===== config.mk =====
export PLATFORM = sky130hd
export DESIGN_NAME = nps_front
export DESIGN_NICKNAME = d
export VERILOG_FILES = /design/src/sv/nps_pkg.sv /design/src/sv/nps_front.sv
export SDC_FILE = /design/constraint.sdc
export NUM_CORES = 1
export LEC_CHECK = 0
export ABC_AREA = 0
export BUFFER_PORTS_ARGS = -buffer_cell sky130_fd_sc_hd__buf_4
export CORE_AREA = 3 3 82 84
export DETAILED_ROUTE_END_ITERATION = 12
export DIE_AREA = 0 0 85 87
export PLACE_DENSITY = 0.57
export SLEW_MARGIN = 40
export SYNTH_ARGS = -nofsm -noshare
export SYNTH_HDL_FRONTEND = slang
export SYNTH_SLANG_ARGS = --single-unit

===== constraint.sdc =====
create_clock -name vclk -period 4.52
set_clock_uncertainty 0.15 [all_clocks]
set_input_delay 1.13 -clock vclk [all_inputs]
set_output_delay 1.13 -clock vclk [all_outputs]
set_load 0.05 [all_outputs]

===== src/sv/nps_pkg.sv =====
// Shared types, widths and codes for the near pair search block.
package nps_pkg;

    localparam int POS_W      = 24;
    localparam int RAD_W      = 16;
    localparam int GRP_W      = 3;
    localparam int IDX_W      = 6;
    localparam int CNT_W      = 7;
    localparam int MASK_W     = 64;
    localparam int CFG_IDX_W  = 1;
    localparam int CFG_DATA_W = 64;

    localparam int SQ_W       = 2 * POS_W;
    localparam int SUM_W      = SQ_W + 2;
    localparam int REACH_W    = RAD_W + 3;
    localparam int REACH_SQ_W = 2 * REACH_W;

    localparam int MAX_OBJECTS_DEF = 64;
    localparam int GROUP_COUNT_DEF = 8;
    localparam int QUEUE_DEPTH     = 2;

    localparam logic [CFG_IDX_W-1:0] CFG_OBJECT_COUNT = 1'd0;
    localparam logic [CFG_IDX_W-1:0] CFG_GROUP_MASK   = 1'd1;

    localparam logic KIND_LOAD = 1'b0;
    localparam logic KIND_SCAN = 1'b1;

    typedef enum logic [1:0] {
        OP_LOAD,
        OP_SCAN,
        OP_EMPTY
    } t_op;

    typedef enum logic [2:0] {
        ST_IDLE,
        ST_MREAD,
        ST_MLATCH,
        ST_WALK,
        ST_DRAIN,
        ST_FLUSH
    } t_state;

    typedef struct packed {
        logic [POS_W-1:0] x;
        logic [POS_W-1:0] y;
        logic [POS_W-1:0] z;
        logic [RAD_W-1:0] radius;
        logic [GRP_W-1:0] group;
    } t_rec;

    typedef struct packed {
        t_op              op;
        logic [IDX_W-1:0] index;
        logic [IDX_W-1:0] final_j;
        t_rec             rec;
    } t_job;

endpackage


===== src/sv/nps_front.sv =====
// Front end: accepts items and classifies them into jobs for the queue.
module nps_front #(
    parameter int MAX_OBJECTS = nps_pkg::MAX_OBJECTS_DEF
) (
    input  logic                        i_in_valid,
    output logic                        o_in_stall,
    input  logic                        i_kind,
    input  logic [nps_pkg::IDX_W-1:0]   i_index,
    input  logic [nps_pkg::POS_W-1:0]   i_pos_x,
    input  logic [nps_pkg::POS_W-1:0]   i_pos_y,
    input  logic [nps_pkg::POS_W-1:0]   i_pos_z,
    input  logic [nps_pkg::RAD_W-1:0]   i_radius,
    input  logic [nps_pkg::GRP_W-1:0]   i_group,
    input  logic [nps_pkg::CNT_W-1:0]   i_object_count,
    input  logic                        i_q_full,
    output logic                        o_push,
    output nps_pkg::t_job               o_job
);

    localparam logic [nps_pkg::CNT_W-1:0] MaxCnt = nps_pkg::CNT_W'(MAX_OBJECTS);

    logic [nps_pkg::CNT_W-1:0] cnt;
    logic [nps_pkg::CNT_W-1:0] row;
    logic [nps_pkg::CNT_W-1:0] last_j;
    logic                      in_range;
    logic                      row_empty;

    always_comb begin
        cnt       = (i_object_count > MaxCnt) ? MaxCnt : i_object_count;
        row       = {1'b0, i_index};
        in_range  = row < MaxCnt;
        // A row has partners only if at least one slot above it is counted.
        row_empty = !in_range || ((row + 1'b1) >= cnt);
        last_j    = cnt - 1'b1;
    end

    always_comb begin
        o_job.index      = i_index;
        o_job.final_j    = last_j[nps_pkg::IDX_W-1:0];
        o_job.rec.x      = i_pos_x;
        o_job.rec.y      = i_pos_y;
        o_job.rec.z      = i_pos_z;
        o_job.rec.radius = i_radius;
        o_job.rec.group  = i_group;
        if (i_kind == nps_pkg::KIND_LOAD) begin
            o_job.op = nps_pkg::OP_LOAD;
        end else if (row_empty) begin
            o_job.op = nps_pkg::OP_EMPTY;
        end else begin
            o_job.op = nps_pkg::OP_SCAN;
        end
    end

    // Loads to slots beyond the store are taken and dropped.
    assign o_in_stall = i_q_full;
    assign o_push     = i_in_valid && !i_q_full
                        && !(i_kind == nps_pkg::KIND_LOAD && !in_range);

endmodule


== Yosys cells after proc, flatten, opt, wreduce, memory -nomap -nowiden ==
Index checks and enable logic that the tools add are counted.

* Muxes and demuxes: 3
* Magnitude comparators: 2
* Reductions and logical operators: 2
* $add $sub $neg: 2

{| class="wikitable"
|+ Operators by type and width
! cell !! count
|-
| adder 6 x 1 -> 7 bit (second input constant) || 1
|-
| greater-or-equal comparator 7 bit || 1
|-
| > comparator 7 bit (second input constant) || 1
|-
| two-way mux 7 bit || 1
|-
| subtractor 6 x 1 -> 6 bit (second input constant) || 1
|-
| two-way mux 2 bit || 2
|-
| logical AND 1 bit || 1
|-
| zero test 1 bit || 1
|}

* Word-level logic and storage cells: 9
* Output and inout port bits: 107
* Flip-flop bits (word level): 0

== Depth between registers and ports, before layout ==
* Word-level depth: 5
* Depth in mapped cells: 8

== Least setup slack after synthesis ==
Ideal clock, no wire load.

* Kind: input port to output port
* Start point: input port i_object_count[6] in the netlist's numbering
* End point: output port o_job[104] in the netlist's numbering
* Data arrival time: 3380 ps
* Stages on the path: 8
* Path slack: -140 ps
* Cells stage by stage: inv_2 nand2_1 inv_1 ha_1 nand2b_4 a21o_1 o211ai_1 a21boi_0

{| class="wikitable"
|+ RTL lines
! item !! line !! source
|-
| start, declared || nps_front.sv:14 || <nowiki>input logic [nps_pkg::CNT_W-1:0] i_object_count,</nowiki>
|-
| end, declared || nps_front.sv:17 || <nowiki>output nps_pkg::t_job o_job</nowiki>
|}

==> flow_summary.json <==
{
  "nClkBuffers": 0,
  "worstSetupPathType": "input pin to primary output",
  "start_util": 0.1827,
  "relSlewSlack": 0.7390,
  "drv_cap": 0,
  "fmax_mhz": 241.8,
  "portBuffers": 32,
  "wl_met2_um": 1103,
  "setup_tns_ps": 0,
  "die_w_um": 85,
  "wl_met1_um": 630,
  "die-area_sq_um": 7395,
  "power.density_nw_per_um2": 144.4,
  "drt_iter0_drc": 6,
  "final_cells": 160,
  "synth_nets": 266,
  "grt_max_degree": 10,
  "grt_usage": 0.05733,
  "finalCriticalPeriod_ps": 4136,
  "coreArea_sq_um": 5991,
  "top_layer": "met4",
  "crit_path_end_kind": "primary output",
  "grt_pass1_wl_um": 3367,
  "dp_slack_ps": 372.2,
  "drt_pass1_iterations": 2,
  "vias": 585,
  "drc": 0,
  "drive_above_1_share": 0.4000,
  "met3_length_um": 502,
  "rsz0062_at_grt": "false",
  "netlist_area_sq_um": 1095,
  "num_rows": 28,
  "p_leak_nw": 0.3404,
  "synthesis.area_per_instance_sq_um": 7.250,
  "final_common_cell": "buf_4",
  "grt_pass1_vias": 597,
  "post-dp-hpwl_um": 2152,
  "peakVddDrop_mv": 0.05768,
  "gp_congestion": 0.6724,
  "yosysSeqAreaShare": 0,
  "post_cts_resize_count": 0,
  "io_pins": 214,
  "antenna_found_initial": 0,
  "cts_setup_buffers": 0,
  "yosysUniqueCellTypes": 21,
  "cp.arrival_ps": 2860,
  "dp.cells": 160,
  "wl_per_cell_um": 14.89,
  "area_growth_pct": -36.69,
  "finalMaxSlewViolations": 0,
  "die_h_um": 87,
  "antenna_cells": 0,
  "worstMarginPinSlew_ps": 388.6,
  "fin_total_pwr_mw": 0.1001,
  "hold_viol_final": 0,
  "final_nets": 202,
  "placed_area_sq_um": 693.2,
  "final_cell_mix": "32 x buf_4, 8 x ha_1, 7 x nand2_1",
  "hold_ws_ps": 2110,
  "final_util": 0.1157,
  "fin_ws_ps": 383.8,
  "seqCellArea_sq_um": 0,
  "worstPathRequired_ps": 3240,
  "period_share": 0.9151,
  "final_antenna_net_count": 0,
  "wirelength_um": 2382,
  "worstPathMaxFanout": 5,
  "ctsHoldBuffers": 0,
  "vias_per_cell": 3.656,
  "fin_area_sq_um": 693.2,
  "seq_cell_count": 0,
  "grt-ovfl-total": 0,
  "hp-class": "input pin to primary output",
  "status": "finished, final reports clean",
  "startpoint_type": "input pin",
  "synthCells": 151,
  "setup_viol": 0,
  "yosys_warnings": 0
}
layer usage:
metal  vias up  track usage
li1        252            -
met1       239      0.04433
met2        66      0.09393
met3        28      0.04825
met4         0      0.04173
met5         -            0
power breakdown:
group / total [mW] / switching (mW) / internal (mW)
clock: 0 / 0 / 0
sequential: 0 / 0 / 0
combinational: 0.100 / 0.0634 / 0.0367
critical path, stage by stage:
cell	delay [ps]
buf_4	130
ha_1	230
nand3_1	100
xnor2_1	130
ha_1	270
a41oi_1	200
o21ai_0	100
a31oi_1	190
and3_1	180
buf_4	190
synth_stat cells:
cell,instances,area (sq um)
buf_4,98,735.7
ha_1,8,100.1
nand2_1,7,26.28
xnor2_1,6,52.55
inv_1,5,18.77
and3_1,4,25.02
a21oi_1,3,15.01
nand3_1,3,15.01
o21ai_0,3,15.01
nor2_1,2,7.510
nor3_1,2,10.01
a21boi_0,1,7.510
a21o_1,1,7.510
a31oi_1,1,6.260
a41oi_1,1,8.760
inv_2,1,3.750
nand2b_1,1,6.260
nand2b_4,1,13.76
nand4_1,1,6.260
nor2b_1,1,6.260
o211ai_1,1,7.510
layout make-up:
| cell class | instances | area, sq um |
|---|---|---|
| fill | 696 | 5298 |
| inverter | 6 | 22.52 |
| multi-input combinational | 47 | 336.6 |
| tap | 75 | 93.84 |
| timing repair buffer | 32 | 240.2 |
worst paths after layout:
path                        from          to  slack, ps  cells past startpoint
worst min-delay path  i_group[0]    o_job[0]       2110                      0
worst max-delay path  i_index[0]  o_job[103]        380                     10
logic make-up after synthesis:
family	after synthesis	synth area share
AO/OA/AOI/OAI	11	0.06172
XOR/XNOR	6	0.04800
adder cells (fa/ha/maj)	8	0.09143
buffers and inverters	104	0.6926
AND/OR/NAND/NOR	22	0.1063
(Power assumes the default switching activity.)
