--- config.mk ---
export PLATFORM = sky130hd
export DESIGN_NAME = nps_queue
export DESIGN_NICKNAME = d
export VERILOG_FILES = /design/src/sv/nps_pkg.sv /design/src/sv/nps_queue.sv
export SDC_FILE = /design/constraint.sdc
export NUM_CORES = 1
export LEC_CHECK = 0
export BUFFER_PORTS_ARGS = -buffer_cell sky130_fd_sc_hd__buf_2
export CAP_MARGIN = 0
export CORE_AREA = 2 2 145 147
export CTS_BUF_LIST = sky130_fd_sc_hd__clkbuf_16
export DETAILED_ROUTE_END_ITERATION = 8
export DIE_AREA = 0 0 147 149
export RECOVER_POWER = 25
export SYNTH_ARGS = -nofsm -noshare
export SYNTH_HDL_FRONTEND = slang
export SYNTH_SLANG_ARGS = --single-unit
--- constraint.sdc ---
create_clock -name i_clk -period 13.8 [get_ports i_clk]
set_input_delay 2.76 -clock i_clk [delete_from_list [all_inputs] [get_ports i_clk]]
set_output_delay 2.76 -clock i_clk [all_outputs]
set_load 0.1 [all_outputs]
--- src/sv/nps_pkg.sv ---
// Shared types, widths and codes for the near pair search block.
package nps_pkg;

    localparam int POS_W      = 24;
    localparam int RAD_W      = 16;
    localparam int GRP_W      = 3;
    localparam int IDX_W      = 6;
    localparam int CNT_W      = 7;
    localparam int MASK_W     = 64;
    localparam int CFG_IDX_W  = 1;
    localparam int CFG_DATA_W = 64;

    localparam int SQ_W       = 2 * POS_W;
    localparam int SUM_W      = SQ_W + 2;
    localparam int REACH_W    = RAD_W + 3;
    localparam int REACH_SQ_W = 2 * REACH_W;

    localparam int MAX_OBJECTS_DEF = 64;
    localparam int GROUP_COUNT_DEF = 8;
    localparam int QUEUE_DEPTH     = 2;

    localparam logic [CFG_IDX_W-1:0] CFG_OBJECT_COUNT = 1'd0;
    localparam logic [CFG_IDX_W-1:0] CFG_GROUP_MASK   = 1'd1;

    localparam logic KIND_LOAD = 1'b0;
    localparam logic KIND_SCAN = 1'b1;

    typedef enum logic [1:0] {
        OP_LOAD,
        OP_SCAN,
        OP_EMPTY
    } t_op;

    typedef enum logic [2:0] {
        ST_IDLE,
        ST_MREAD,
        ST_MLATCH,
        ST_WALK,
        ST_DRAIN,
        ST_FLUSH
    } t_state;

    typedef struct packed {
        logic [POS_W-1:0] x;
        logic [POS_W-1:0] y;
        logic [POS_W-1:0] z;
        logic [RAD_W-1:0] radius;
        logic [GRP_W-1:0] group;
    } t_rec;

    typedef struct packed {
        t_op              op;
        logic [IDX_W-1:0] index;
        logic [IDX_W-1:0] final_j;
        t_rec             rec;
    } t_job;

endpackage

--- src/sv/nps_queue.sv ---
// Short job queue between the front end and the back end.
module nps_queue (
    input  logic          i_clk,
    input  logic          i_rst_n,
    input  logic          i_push,
    input  nps_pkg::t_job i_job,
    output logic          o_full,
    input  logic          i_pop,
    output logic          o_empty,
    output nps_pkg::t_job o_job
);

    localparam int Depth = nps_pkg::QUEUE_DEPTH;
    localparam int PtrW  = (Depth > 1) ? $clog2(Depth) : 1;
    localparam int CntW  = $clog2(Depth + 1);

    nps_pkg::t_job   r_mem [Depth];
    logic [PtrW-1:0] r_wr_ptr;
    logic [PtrW-1:0] r_rd_ptr;
    logic [CntW-1:0] r_count;
    logic [PtrW-1:0] n_wr_ptr;
    logic [PtrW-1:0] n_rd_ptr;
    logic [CntW-1:0] n_count;
    logic            do_push;
    logic            do_pop;

    assign o_full  = (r_count == CntW'(Depth));
    assign o_empty = (r_count == '0);
    assign o_job   = r_mem[r_rd_ptr];
    assign do_push = i_push && !o_full;
    assign do_pop  = i_pop && !o_empty;

    always_comb begin
        n_wr_ptr = r_wr_ptr;
        n_rd_ptr = r_rd_ptr;
        n_count  = r_count;
        if (do_push) begin
            n_wr_ptr = (r_wr_ptr == PtrW'(Depth - 1)) ? '0 : r_wr_ptr + 1'b1;
        end
        if (do_pop) begin
            n_rd_ptr = (r_rd_ptr == PtrW'(Depth - 1)) ? '0 : r_rd_ptr + 1'b1;
        end
        if (do_push && !do_pop) begin
            n_count = r_count + 1'b1;
        end else if (do_pop && !do_push) begin
            n_count = r_count - 1'b1;
        end
    end

    always_ff @(posedge i_clk) begin
        if (!i_rst_n) begin
            r_wr_ptr <= '0;
            r_rd_ptr <= '0;
            r_count  <= '0;
        end else begin
            r_wr_ptr <= n_wr_ptr;
            r_rd_ptr <= n_rd_ptr;
            r_count  <= n_count;
        end
    end

    always_ff @(posedge i_clk) begin
        if (do_push) begin
            r_mem[r_wr_ptr] <= i_job;
        end
    end

endmodule

# [Word level (Yosys, flattened, before mapping)]
# Memory sizes are Yosys's and may differ from the RTL's. A register that Yosys moved wholly into a read port is not among the register bits.
# Cells that the tools add are included.
[classes] n_addsub=4 mul=0 div=0 n_lt_le_gt_ge=0 eq_ne=1 n_shift=0 muxes=8 n_bitwise=0 reduce_logical=10
[op_table] operator="$mux 1" n=6
[op_table] operator="$logic_and 1x1->1" n=4
[op_table] operator="$logic_not 1->1" n=4
[op_table] operator="$mux 2" n=2
[op_table] operator="$add 1x1->1 const B" n=2
[op_table] operator="$add 2x1->2 const B" n=1
[op_table] operator="$eq 2x2->1 const B" n=1
[op_table] operator="$logic_not 2->1" n=1
[op_table] operator="$reduce_bool 2->1" n=1
[op_table] operator="$sub 2x1->2 const B" n=1
[word_totals] ff_bits=4 latch_bits=0 mem_bits_rw=210 mem_bits_ro=0 in_bits=109 output_inout_bits=107 wordCells=27 n_memories=1
[mem_list] memory="r_mem" words=2 width=105 rd=1 rd_clocked_by_memory_dff=1 wr=1 line_no="nps_queue.sv:17" source="nps_pkg::t_job r_mem [Depth];"

# [Depth between registers and ports, before layout]
# Gate-level depths: netlist (run 1).
[logic_depth] ltp_word=7 depth_mapped=7 depth_no_buf=7

# [Worst setup path after synthesis (run 1)]
# Ideal clock, no wire load.
[synth_path] kind="input port to flip-flop" startpoint="input i_push" endpoint="memory r_mem[0][0] (netlist name) (enable)" setup_time_ns=0.551 arrival_time_ns=6.902 required_time_ns=13.249 setup_slack_ns=6.347 path_stages=2 path_buffers=0 path_cell_list="inv_1 -> nor3_2"
[synth_between] elab_chain_cells=3
[synth_lines] item="from (decl)" line_no="nps_queue.sv:5" source="input logic i_push,"
[synth_lines] item="$logic_and 1x1->1" line_no="nps_queue.sv:30" source="assign do_push = i_push && !o_full;"
[synth_lines] item="$mux 1" line_no="nps_queue.sv:63" source="if (do_push) begin"
[synth_lines] item="$mux 1 (implied by the code)" line_no="nps_queue.sv:64" source="r_mem[r_wr_ptr] <= i_job;"
[synth_lines] item="to (decl)" line_no="nps_queue.sv:17"
# Every way passes these cells.

==> metrics list, run 1 <==
* Number of nets in the final layout: 693
* Post-route minimum period: 5.74 ns
- Arrival time worst endpoint: 2.98 ns
- Final Slew Violations: 0
- Beginning of the worst register-to-register path: r_count[0]
* CTS clock-pin slew for the worst setup and hold paths: 0.05 ns
- In the layout the commonest cells are 210 x sky130_fd_sc_hd__edfxtp_1, 193 x sky130_fd_sc_hd__buf_2, 55 x sky130_fd_sc_hd__mux2_2, 50 x sky130_fd_sc_hd__mux2_4, 23 x sky130_fd_sc_hd__clkbuf_16.
- FF-to-FF path depth: 5
* Maximum root-to-sink buffer count: 3
- The Yosys step of the flow raised 0 warnings.
* Worst-case clock skew: 0.00939 ns
- The die is 149 um tall.
- For this design the top-level I/O count stands at 216.
- In the routed design, unresolved DRC markers number 0.
- Summing over every cut layer, the via total after detailed routing is 4017.
* Filler cells: 1778
- Final setup violation count: 0
* Growth of design area from synthesis to finish: 23.8%
- STA classifies the critical path endpoint as a primary output.
* Via count of the first global-routing pass: 4369
- RSZ-0062 raised after global routing: false
* Actual slew at the worst max-slew pin: 0.914 ns
- Based on the critical path, the design can be clocked at up to 0.174 GHz.
- Across every metal layer, demand over resource in global routing totals 13.1%.
- TritonCTS created 22 clock buffers.
* Clock network latency to the later pin of the worst-skew pair: 0.49 ns
- Synthesis inferred 215 register bits.
* Die width: 147 um
* Outcome: finished, final reports clean
- The die covers 21900 um2.
* Max stage delay cell, worst path: sky130_fd_sc_hd__dfxtp_4
- Weighted congestion at the end of routability-driven global placement: 0.703
- GRT overflow: 0
- Distinct cell type count of the synthesized netlist: 24
- Largest incremental delay on the critical path: 0.87 ns
- Reg-to-Reg End: r_mem[0][36]
* Sequential element share of the synthesized area: 79.5%
* Average wire per standard cell: 17.0 um
- In this run the worst path has a maximum fanout of 56.
* Register Area: 6410 um2
- In this run, the number of DRC markers left after iteration 0 of detailed routing was 134.
* Number of sinks driven by the clock tree: 215
* Final setup TNS: 0 ns
- Dividing the detail-routed via count by the number of cells gives 4.61.
* Wire length of the first global-routing pass: 22500 um
* Hpwl dp: 9720 um
- The most critical setup path has its endpoint at o_job[82].
- Traced cell by cell, the critical path runs through buf_4 -> mux2_2 -> buf_2.
- Cell row count: 53
- In the final layout, the multi-input gates occupy 1510 um2.
* Total iterations of the first detailed-routing run: 5
- Antenna cell count: 0
- Beginning of the worst hold path: r_count[1]
* Start-to-end type of the worst setup path: reg2out
- Gate count after technology mapping: 352
- The mapped netlist covers 8060 um2.
- Post-CTS setup repair buffer count: 0
- Net Count, Synth: 462
* Count of hold-fix buffers inserted at cts: 0
- Initial antenna violation count: 2
- TritonCTS built the clock tree.
- Share of post-route cells with drive strength above 1: 55.3%
* Leading cell type in the layout, fill and taps excluded: sky130_fd_sc_hd__edfxtp_1
- Once the floorplan was initialized, standard cells occupied 39.2% of the core.
- Max-Slew Margin vs Limit: 39.1%
* PortBufs: 215
- Tightest Hold Check Type: reg2reg
- Post-CTS repair changed the size of 0 cells.
- After layout, the worst path uses 41.6% of the clock period.
- The count of nets left with antenna violations once routing finished came out at 0.
- Entering global routing, the biggest net connects 58 pins.
* Worst-case register-to-register setup slack: 11.27 ns
- CTS built an H-tree with a depth of 1.
- Dividing the synthesized area by the synthesized cell count gives 22.9 um2.
- The hold violation total from the final report came to 0.
- CTS Root Cell: sky130_fd_sc_hd__clkbuf_16
* Area of the core region: 20600 um2
- CP Launch Type: register
- Critical path data required time: 11.04 ns
- The tool flagged a number of max-cap violations equal to 0.
- Total detailed-routing wirelength: 14800 um
## Yosys cell counts (all sizes together)
| master | instances | area (um2) |
|---|---|---|
| buf | 12 | 151 |
| or3 | 1 | 6.26 |
| and2 | 3 | 18.8 |
| o21a | 1 | 7.51 |
| nand2b | 1 | 6.26 |
| mux2 | 105 | 1370 |
| edfxtp | 210 | 6310 |
| o21ai | 2 | 10.0 |
| and3 | 1 | 6.26 |
| nor3 | 1 | 10.0 |
| dfxtp | 5 | 100 |
| a21boi | 2 | 15.0 |
| nor2 | 2 | 7.51 |
| ha | 1 | 12.5 |
| xnor2 | 2 | 17.5 |
| xor2 | 1 | 8.76 |
| inv | 2 | 7.50 |
## worst max-delay path, delay by kind of cell (launching register included)
kind,cells,cell delay (ns)
buf+inv,2,1.24
mux,1,0.32
flops,1,0.87
## worst min-delay path by stage
stage / endpoint / cells after the start
6_report: r_count[1] / 2
5_1_grt: r_count[1] / 2
4_1_cts: r_count[1] / 2
3_5_place_dp: r_count[1] / 2
3_3_place_gp: r_count[1] / 2
2_1_floorplan: r_count[1] / 2
## through the flow
step | hold slack, ns | setup slack (ns) | cell area [um2] | instances | utilization [%]
2_1_floorplan | 0.483 | 6.35 | 8060 | 352 | -
3_3_place_gp | 0.497 | 8.57 | 9380 | 834 | 45.6
3_5_place_dp | 0.531 | 8.52 | 9380 | 834 | 45.6
4_1_cts | 0.543 | 7.99 | 10000 | 872 | 48.7
5_1_grt | 0.564 | 7.86 | 9980 | 872 | 48.6
6_report | 0.543 | 8.06 | 9980 | 872 | 48.6
## cells by family after synthesis
group	share of synthesized area (%)
flops	79.5
mux	17.0
buf+inv	1.97
simple gates	0.683
compound gates	0.404
xor+xnor	0.326
fa+ha+maj	0.155
## registers in the layout, summed over array words and instances, names as in the netlist, named ones only
name      count
r_rd_ptr      1
r_mem       210
r_wr_ptr      1
r_count       2
## layout make-up
class | count | share of cell area, %
repair buffers | 219 | 10.8
clock inverters | 15 | 0.577
well taps | 275 | 3.45
clock buffers | 23 | 5.77
multi-input cells | 123 | 15.1
inverters | 2 | 0.0752
flip-flops and latches | 215 | 64.2
## metal layers
layer	GRT usage, %	up-vias	part of all wire, %
met5	0	-	0.14
met4	3.99	4	2.1
met3	4.56	31	8.6
met2	23.2	149	51
met1	15.1	1968	38
li1	-	1865	-
Power of run 1 is not shown: default switching activity piles up to over one toggle a cycle in this logic, so the estimate is an artifact.
==> run 2, diff against run 1 <==
clock period = 5.8 ns   (was 13.8 ns; I/O delays follow)
==> run 2 against run 1 <==
Against the previous run: clock skew is 0.0020 ns lower; utilization rose by 0.32 points; wire length decreased by 0.99%; critical endpoint is now o_job[87]; highest routed layer unchanged; sequential share of layout area decreased by 0.42 points; flip-flop and latch count unchanged; count of clock-buffer cells in the layout unchanged; die area stayed put.
==> metrics list, run 2 (synthesis gave the netlist of run 1 again) <==
- Outcome: finished, final reports clean
* Final Slew Violations: 0
- In this run the worst hold path is classified as reg2reg.
- The routed layout has 3991 vias.
* Post-cts resize count: 0
* Endpoint, Worst Hold: r_count[1]
- Die width: 147 um
- RSZ-0062 raised after global routing: false
- During I/O placement, the number of pins put on the boundary was 216.
- Hpwl dp: 9600 um
- Of the cells placed in the final design, the portion with a size suffix greater than 1 is 56.1%.
- Y dimension of the die: 149 um
- Leaving out fill and tap cells, the most frequent cell in the layout is sky130_fd_sc_hd__edfxtp_1.
- The first TritonRoute pass finished after 4 iterations.
- Top fanout value on the critical path: 55
* Average wire per standard cell: 16.7 um
- In this run the critical register-to-register path is captured at r_mem[1][97].
- Routed Antenna Nets: 0
- After routing, the total negative slack on setup checks comes to 0 ns.
- Maximum root-to-sink buffer count: 3
- STA classifies the critical path endpoint as a primary output.
* Multi-input gate area in the final layout: 1510 um2
- From synthesis to final layout, the design area changed by 24.6%.
* End-of-flow core utilization: 48.9%
- Number of nets in the final layout: 695
- The number of setup buffers added after CTS is 0.
- Routability-driven placement finished with a final weighted congestion of 0.719.
- After global routing the overflow that remains totals 0.
- Final worst setup slack: 2.16 ns
- After layout, the minimum clock period comes to 3.64 ns.
- Actual slew at the worst max-slew pin: 0.940 ns
* Number of flip-flops in the largest register: 210
- The worst hold path begins at r_count[1].
- Worst-case register-to-register setup slack: 3.30 ns
- The initial antenna violation count is 2.
* Largest regs: r_mem (210), r_count (2)
- Maximum number of pins on one net before global-route repair: 66
- In this run the number of H-tree levels came out at 1.
- Register Area: 6410 um2
* FF-to-FF path depth: 3
- The die covers 21900 um2.
* CTS tree: yes
* Start-to-end type of the worst setup path: reg2out
- Row generation in the floorplan step produced 53 rows.
- Initial detailed-routing violation count: 164
- Area of the core region: 20600 um2
- Vias per std cell: 4.55
- Final setup violation count: 0
- Across the run, the number of max-cap violations was 0.
- Port buffering added 215 buffers.
* Beginning of the worst register-to-register path: r_count[0]
* Final Hold Vio Count: 0
- CP Launch Type: register
* Clock network latency to the later pin of the worst-skew pair: 0.49 ns
- Initial Util: 39.2%
* Via count of the first global-routing pass: 4358
* Arrival time worst endpoint: 2.48 ns
- Global-route usage over all layers: 12.9%
- Period utilisation layout: 62.8%
- CTS Root Cell: sky130_fd_sc_hd__clkbuf_16
* CTS clock-pin slew for the worst setup and hold paths: 0.05 ns
* Worst-case clock skew: 0.00743 ns
- Post-Place Worst Slack: 2.61 ns
- Filler cells: 1782
- In this run, CTS created clock tree buffers numbering 23.
- Top reg by flops: r_mem
* Most frequent cells in the layout: 210 x sky130_fd_sc_hd__edfxtp_1, 196 x sky130_fd_sc_hd__buf_2, 55 x sky130_fd_sc_hd__mux2_2, 50 x sky130_fd_sc_hd__mux2_4, 23 x sky130_fd_sc_hd__clkbuf_16
- Critical path data required time: 4.64 ns
* Wire length of the first global-routing pass: 22200 um
- Hold Crit Depth: 2
* Count of hold-fix buffers inserted at cts: 0
- For this block, the routed nets add up to 14700 um of wire.
- Highest clock frequency the design can meet: 0.275 GHz
- Max-Slew Margin vs Limit: 37.3%
* Number of sinks driven by the clock tree: 215
- For this run, design rule violations remaining after detail routing come to 0.
[run 2: cell types whose count changed in the layout (fill, tap and decap cells not counted), sizes merged]
cell	previous run	this run
clkinv	6	11
diode	0	1
inv	11	8
buf	197	201
bufinv	0	1
clkbuf	45	42
[run 2: through the flow]
stage | hold slack (ns) | cells | area (um2)
3_5_place_dp | 0.555 | 835 | 9400
2_1_floorplan | 0.483 | 352 | 8070
5_1_grt | 0.609 | 876 | 10000
6_report | 0.567 | 877 | 10000
4_1_cts | 0.562 | 876 | 10100
3_3_place_gp | 0.499 | 835 | 9400
[run 2: metal layers]
metal  up-vias  part of all wire, %  wire, um  global-route usage [%]
met5         -                0.068        10                       0
met4         2                  1.9       282                    3.94
met3        25                  9.3      1360                    4.77
met2       150                   48      7080                    21.7
met1      1952                   40      5930                    15.5
li1       1862                    -         -                       -
[run 2: worst max path at each step]
stage	cells after the start	to	slack [ns]	start
global route	3	o_job[87]	2.00	register
global placement	3	o_job[8]	2.65	register
floorplan	2	r_mem[0][0]	1.60	i_push
finish	3	o_job[87]	2.16	register
detailed placement	3	o_job[87]	2.61	register
CTS	3	o_job[87]	2.08	register
[run 2: layout make-up]
type	instances	area share, %
Tap cell	275	3.42
Inverter	2	0.0747
Sequential cell	215	63.8
Clock buffer	23	5.73
Multi-Input combinational cell	123	15.0
Timing Repair Buffer	220	11.0
Antenna cell	1	0.0249
Clock inverter	18	0.971
[run 2: critical path: stages (launching register included)]
cell	delay (ns)
sky130_fd_sc_hd__dfxtp_4	0.83
sky130_fd_sc_hd__buf_12	0.41
sky130_fd_sc_hd__mux2_2	0.40
sky130_fd_sc_hd__buf_2	0.29
Power of run 2 is left out for the same reason.
